[src/design/pphm_pkg.sv]
// Package for the primer pair Hamming matcher.
// Holds command codes, register indexes, sizes and the item types shared by the front and back parts.
// Depends on nothing.
package pphm_pkg;

    localparam int NUM_PAIRS = 16;
    localparam int MAX_PRIMER_LEN = 32;
    localparam int PAIR_W = 4;
    localparam int POS_W = 5;

    localparam logic [1:0] CMD_READ = 2'd0;
    localparam logic [1:0] CMD_LOAD_BASE = 2'd1;
    localparam logic [1:0] CMD_LOAD_LEN = 2'd2;

    localparam logic [1:0] KIND_READ = 2'd0;
    localparam logic [1:0] KIND_BASE = 2'd1;
    localparam logic [1:0] KIND_LEN = 2'd2;

    localparam logic REG_MAX_MM = 1'b0;
    localparam logic REG_PAIRS_IN_USE = 1'b1;

    typedef struct packed {
        logic [1:0] kind;
        logic [7:0] read1_base;
        logic [7:0] read2_base;
        logic       read1_present;
        logic       read2_present;
        logic       last_position;
        logic [3:0] pair_slot;
        logic       primer_side;
        logic [4:0] base_position;
        logic [7:0] primer_base;
        logic [5:0] primer_length;
    } job_t;

    localparam int JOB_W = $bits(job_t);

endpackage

[src/design/pphm_front.sv]
// Front part: accepts input items, drops unknown commands, and queues jobs.
// Depends on pphm_pkg.
module pphm_front #(
    parameter int DEPTH = 4
) (
    input  logic               clk,
    input  logic               rst_n,
    input  logic               in_valid,
    output logic               in_ready,
    input  pphm_pkg::job_t     in_job,
    input  logic               in_keep,
    output logic               q_valid,
    input  logic               q_pop,
    output pphm_pkg::job_t     q_job
);
    localparam int AW = (DEPTH > 1) ? $clog2(DEPTH) : 1;

    pphm_pkg::job_t mem [DEPTH];
    logic [AW-1:0] wr_reg, rd_reg;
    logic [AW:0]   cnt_reg;
    logic          push, pop;

    assign in_ready = (cnt_reg != (AW+1)'(DEPTH));
    assign push = in_valid && in_ready && in_keep;
    assign pop = q_pop && q_valid;
    assign q_valid = (cnt_reg != '0);
    assign q_job = mem[rd_reg];

    always_ff @(posedge clk)
    begin
        if (push)
        begin
            mem[wr_reg] <= in_job;
        end
    end

    always_ff @(posedge clk or negedge rst_n)
    begin
        if (!rst_n)
        begin
            wr_reg <= '0;
            rd_reg <= '0;
            cnt_reg <= '0;
        end
        else
        begin
            if (push)
            begin
                wr_reg <= (wr_reg == AW'(DEPTH - 1)) ? '0 : wr_reg + 1'b1;
            end
            if (pop)
            begin
                rd_reg <= (rd_reg == AW'(DEPTH - 1)) ? '0 : rd_reg + 1'b1;
            end
            cnt_reg <= cnt_reg + (AW+1)'(push) - (AW+1)'(pop);
        end
    end
endmodule

[config.mk]
export PLATFORM = sky130hd
export DESIGN_NAME = pphm_front
export DESIGN_NICKNAME = d
export VERILOG_FILES = /design/src/design/pphm_pkg.sv /design/src/design/pphm_front.sv
export SDC_FILE = /design/constraint.sdc
export NUM_CORES = 1
export LEC_CHECK = 0
export ABC_AREA = 1
export BUFFER_PORTS_ARGS = -buffer_cell sky130_fd_sc_hd__buf_2
export CORE_MARGIN = 1
export CORE_UTILIZATION = 55
export DETAILED_ROUTE_END_ITERATION = 16
export GPL_TIMING_DRIVEN = 0
export PLACE_DENSITY = 0.74
export SYNTH_ARGS = -nofsm -noshare
export SYNTH_HDL_FRONTEND = slang
export SYNTH_SLANG_ARGS = --single-unit
[constraint.sdc]
create_clock -name clk -period 4.3 [get_ports clk]
set_clock_uncertainty 0.05 [all_clocks]
set_input_delay 0.215 -clock clk [delete_from_list [all_inputs] [get_ports clk]]
set_output_delay 0.215 -clock clk [all_outputs]
set_load 0.02 [all_outputs]
# Word level (Yosys, flattened, before mapping)
# Memories as Yosys holds them, arrays and structs flattened.
# Cells that the tools add are included.
dict set report totals {
  regBits 7
  ram_bits 180
  in_bits 50
  out_inout_bits 47
  word_cells 19
  mem_count 1
}
# memory depth word_bits read_ports rd_ports_with_merged_regs wr line_no
set mem_list {}
lappend mem_list {mem 4 45 1 0 1 pphm_front.sv:18} ;# pphm_pkg::job_t mem [DEPTH];
dict set report classes {
  addsub 4
  n_eq_ne 3
  n_mux 4
  reduce_logical 4
}
# op n
set op_table {}
lappend op_table {{2-bit by 1-bit adder with 2-bit output, second input constant} 2}
lappend op_table {{2-bit equality test, second input constant} 2}
lappend op_table {{2-bit 2-to-1 mux} 2}
lappend op_table {{3-bit by 1-bit adder with 3-bit output} 1}
lappend op_table {{1-bit logical AND} 3}
lappend op_table {{3-bit != test, second input constant} 1}
lappend op_table {{3-bit nonzero test} 1}
lappend op_table {{3-bit by 1-bit subtractor with 3-bit output} 1}
lappend op_table {{1-bit 2-to-1 mux} 2}

# Longest topological paths before layout
dict set report depth {
  ltp_word 5
  depth_mapped 12
  mapped_depth_nobuf 12
}

# Worst setup path after synthesis
# OpenSTA, ideal clock, no wires.
dict set report synth_path {
  path_type {register -> register}
  start {reg cnt_reg[1]}
  end {mem mem[0][0] in the netlist's numbering (enable)}
  setup_ps 448
  arrival_ps 2734
  t_required_ps 3802
  slack_ps 1068
  path_stages_with_launch 5
  path_buffers 0
  synth_period_minus_slack_ps 3232
  path_cell_list {dfrtp_1 > nor2_1 > nand2_1 > nand2_2 > nor2_1}
}
dict set report synth_via {
  elab_chain_cells 5
}
# element line_no
set synth_lines {}
lappend synth_lines {{start: declaration} pphm_front.sv:20} ;# logic [AW:0] cnt_reg;
lappend synth_lines {{start signal: assignment} pphm_front.sv:55} ;# cnt_reg <= cnt_reg + (AW+1)'(push) - (AW+1)'(pop);
lappend synth_lines {{3-bit != test} pphm_front.sv:23} ;# assign in_ready = (cnt_reg != (AW+1)'(DEPTH));
lappend synth_lines {{net in_ready} pphm_front.sv:9} ;# output logic in_ready,
lappend synth_lines {{1-bit logical AND (2 in series)} pphm_front.sv:24} ;# assign push = in_valid && in_ready && in_keep;
lappend synth_lines {{1-bit 2-to-1 mux} pphm_front.sv:31} ;# if (push)
lappend synth_lines {{1-bit 2-to-1 mux (implied by the code)} pphm_front.sv:33} ;# mem[wr_reg] <= in_job;
lappend synth_lines {{end: declaration} pphm_front.sv:18}
# The timed path passes the listed nets, and every way through them passes these cells.

# Worst setup path in the final report
dict set report layout_path {
  start {reg cnt_reg[1]}
  end {mem mem[1][28] in the netlist's numbering (enable)}
}
dict set report layout_via {
  elab_chain_cells 5
}
# element line_no
set layout_lines {}
lappend layout_lines {{3-bit != test} pphm_front.sv:23}
lappend layout_lines {{1-bit logical AND (2 in series)} pphm_front.sv:24}
lappend layout_lines {{1-bit 2-to-1 mux} pphm_front.sv:31}
lappend layout_lines {{1-bit 2-to-1 mux (implied by the code)} pphm_front.sv:33}
# Every way passes these cells.

==> implementation parameters <==
Parameter                              Value

Global routing
  All-layer global routing usage    0.230
  Antenna violations before repair    0
  Via count of the first global-routing pass    4998
  Grt ovf    0
  Wire length of the first global-routing pass    24.4 mm
  Largest net degree at the start of global routing    28

Placed design
  Placement-stage worst setup slack    2030 ps
  Port bufs    96
  Cells after DPL    860
  GPL Wtd Cong    0.738
  Placed wire-length estimate after detailed placement    9.50 mm

Final layout
  Final Non-Filler Cells    938
  Net count of the finished layout    808
  Proportion of layout cells with a drive suffix above 1    0.224
  Fill cell count    949
  Area growth, synth to finish    23.9%
  Flip-flop count of the largest register, all copies and words added    180
  Antenna Cells    0

Worst setup path
  Worst Reg-to-Reg Cells    5
  Data arrival, critical path    2310 ps
  Required time of the worst setup path    4380 ps
  Critical path endpoint category    register
  Worst Setup Path Type    reg -> reg
  Worst-path fanout max    26
  Crit path launch type    register

Detailed routing
  Post-detailed-route wirelength per cell    16.5 µm
  Number of search-and-repair iterations in the first detailed-routing pass    5
  Number of remaining DRC errors    0
  Total number of vias    4905
  Antenna Violating Nets Remaining    0
  Via count normalized by instance count    5.23
  Wire length reported by the detailed router    15.5 mm
  Number of design-rule violations left by the first detailed-router iteration    342

Outcome
  Status    complete, no violations

CTS
  Number of clock sinks    187
  Clock tree from TritonCTS    done
  Number of CTS-inserted buffers    17
  Deepest clock path buffer count    2
  Post-CTS setup buffers    0
  Post-CTS resize count    0
  Clock insertion delay at the later pin of the skew report    430 ps
  H-tree depth    4
  Clock-pin slew reported for the worst setup and hold paths after clock tree synthesis    70 ps
  Root Buffer    sky130_fd_sc_hd__clkbuf_16

Logic synthesis
  Total of warnings raised by yosys    0
  Register area share after synthesis    0.724
  Fraction of synthesized cell area taken by the top area cell type    0.701
  Number of enable flip-flop cells after synthesis    180
  Netlist area before placement    7710 µm²
  Register bit count reported by yosys    187
  Largest cells by area after synthesis    sky130_fd_sc_hd__edfxtp_1 70%, sky130_fd_sc_hd__o211ai_1 8.0%, sky130_fd_sc_hd__nand2_1 7.4%, sky130_fd_sc_hd__inv_1 5.1%, sky130_fd_sc_hd__buf_6 2.6%
  Post-synthesis cell count    584
  List of most frequent post-synthesis cells    180 x sky130_fd_sc_hd__edfxtp_1, 152 x sky130_fd_sc_hd__nand2_1, 104 x sky130_fd_sc_hd__inv_1, 82 x sky130_fd_sc_hd__o211ai_1, 18 x sky130_fd_sc_hd__buf_6
  Distinct cell type count of the synthesized netlist    16
  Library cell with the largest summed area after synthesis    sky130_fd_sc_hd__edfxtp_1
  Top-count cell post-synth    sky130_fd_sc_hd__edfxtp_1
  Synth Area per Inst    13.2 µm²
  Dominant synthesized flop cell    sky130_fd_sc_hd__edfxtp_1
  Share of flip-flops with an asynchronous set or reset    0.0374
  Net Count, Synth    642

Hold path
  Type of the worst min-delay path    in -> async

Floorplan
  Die area    14500 µm²
  Floorplan core area    13500 µm²
  Initial core utilization    0.573
  Vert. Die Dim    120 µm
  Top-level port count    97
  Floorplan die width    120 µm
  Number of placement rows    42

Power and ir drop
  Worst supply voltage drop on vdd    0.372 mV
  Power per unit of standard cell area    644 nW/µm²
  Reported leakage power    3.88 nW

Timing
  Least-Margin Pin Slew    963 ps
  Unrepaired setup endpoints after global routing    no
  Setup slack after layout    2080 ps
  Max frequency    450 MHz
  Final Hold Vio Count    0
  Time the final worst path needs with I/O delays and setup    2220 ps
  Final critical-path share of the clock period    0.517
  Number of endpoints failing setup at the final stage    0
  Final Slew Violations    0
  Max transition margin    0.357

Flow run
  Maximum capacitance violations    0
## path summary, 6_finish.rpt
kind | startpoint | endpoint | slack (ps)
max | cnt_reg[1] | mem[1][28] | 2080
min | rst_n | wr_reg[0] | 90
max reg2reg | cnt_reg[1] | mem[1][28] | 2080
min reg2reg | cnt_reg[0] | cnt_reg[0] | 450
max in group asynchronous | rst_n | rd_reg[1] | 3950
min in group clk | in_valid | wr_reg[0] | 110
## critical path: stages, from the launching register on
cell and delay, ps:
sky130_fd_sc_hd__dfrtp_1 420, sky130_fd_sc_hd__nor2_1 90, sky130_fd_sc_hd__nand2_1 130, sky130_fd_sc_hd__nand2_2 190, sky130_fd_sc_hd__nor2_4 780, sky130_fd_sc_hd__buf_16 250
## cell type report
cell class	count	area (µm²)	area share
plain buffers	29	282	0.0295
clock buffers	18	429	0.0449
clock inverters	13	128	0.0134
inverters	105	394	0.0413
multi-input cells	263	1480	0.155
flip-flops and latches	187	5580	0.584
well taps	176	220	0.0231
repair buffers	147	1040	0.109
## logic make-up after synthesis
| family | count (synthesis) | synth area share |
|---|---|---|
| buffers and inverters | 134 | 0.0877 |
| AOI/OAI and AO/OA | 90 | 0.0929 |
| and+or+nand+nor | 165 | 0.0815 |
| DFF | 187 | 0.724 |
| adders and majority gates | 8 | 0.0140 |
## layer usage
layer	up-vias	GRT usage	part of all wire
li1	2341	-	-
met1	2373	0.278	0.42
met2	165	0.395	0.51
met3	26	0.0453	0.056
met4	0	0.114	0.020
met5	-	0	0
## layout by cell type (no fill, tap or decap)
cell type	n
sky130_fd_sc_hd__nor2_1	3
sky130_fd_sc_hd__bufinv_16	2
sky130_fd_sc_hd__o211ai_1	82
sky130_fd_sc_hd__nor2_4	4
sky130_fd_sc_hd__edfxtp_1	180
sky130_fd_sc_hd__buf_16	1
sky130_fd_sc_hd__ha_1	7
sky130_fd_sc_hd__clkbuf_16	17
sky130_fd_sc_hd__o211ai_2	8
sky130_fd_sc_hd__clkinv_1	2
sky130_fd_sc_hd__buf_12	3
sky130_fd_sc_hd__dfrtp_1	7
sky130_fd_sc_hd__clkinvlp_4	3
sky130_fd_sc_hd__nand2_2	1
sky130_fd_sc_hd__nand2_1	152
sky130_fd_sc_hd__inv_6	1
sky130_fd_sc_hd__nand3_1	5
sky130_fd_sc_hd__inv_2	1
sky130_fd_sc_hd__dlygate4sd3_1	47
sky130_fd_sc_hd__buf_4	6
sky130_fd_sc_hd__clkbuf_8	1
sky130_fd_sc_hd__buf_2	100
sky130_fd_sc_hd__inv_1	104
sky130_fd_sc_hd__buf_6	18
sky130_fd_sc_hd__clkinv_2	4
sky130_fd_sc_hd__clkbuf_1	1
sky130_fd_sc_hd__fa_1	1
sky130_fd_sc_hd__clkinv_4	1
## stage by stage
step | utilization | cell area (µm²) | power, mW | hold WS [ps] | setup TNS, ps
after floorplan | - | 7710 | 3.90 | -131 | 0
final | 0.710 | 9550 | 6.15 | 89.2 | 0
after global placement | 0.625 | 8410 | 4.62 | 5.02 | -60430
after CTS | 0.710 | 9550 | 6.18 | 87.6 | 0
after global routing | 0.710 | 9550 | 6.45 | 112 | 0
after detailed placement | 0.634 | 8530 | 4.70 | 11.6 | 0
## repair_timing
item	in CTS	in global routing
setup endpoints to repair	0	0
hold buffers	47	0
hold endpoints to repair	189	0
## power breakdown
group          leakage (nW)  internal [mW]  switching (mW)
Combinational          1.90          0.842            1.55
Sequential             1.72           2.22          0.0693
Clock                 0.267          0.845           0.625
Total                  3.88           3.90            2.25
Note: power is estimated with default switching activity, not from simulation.
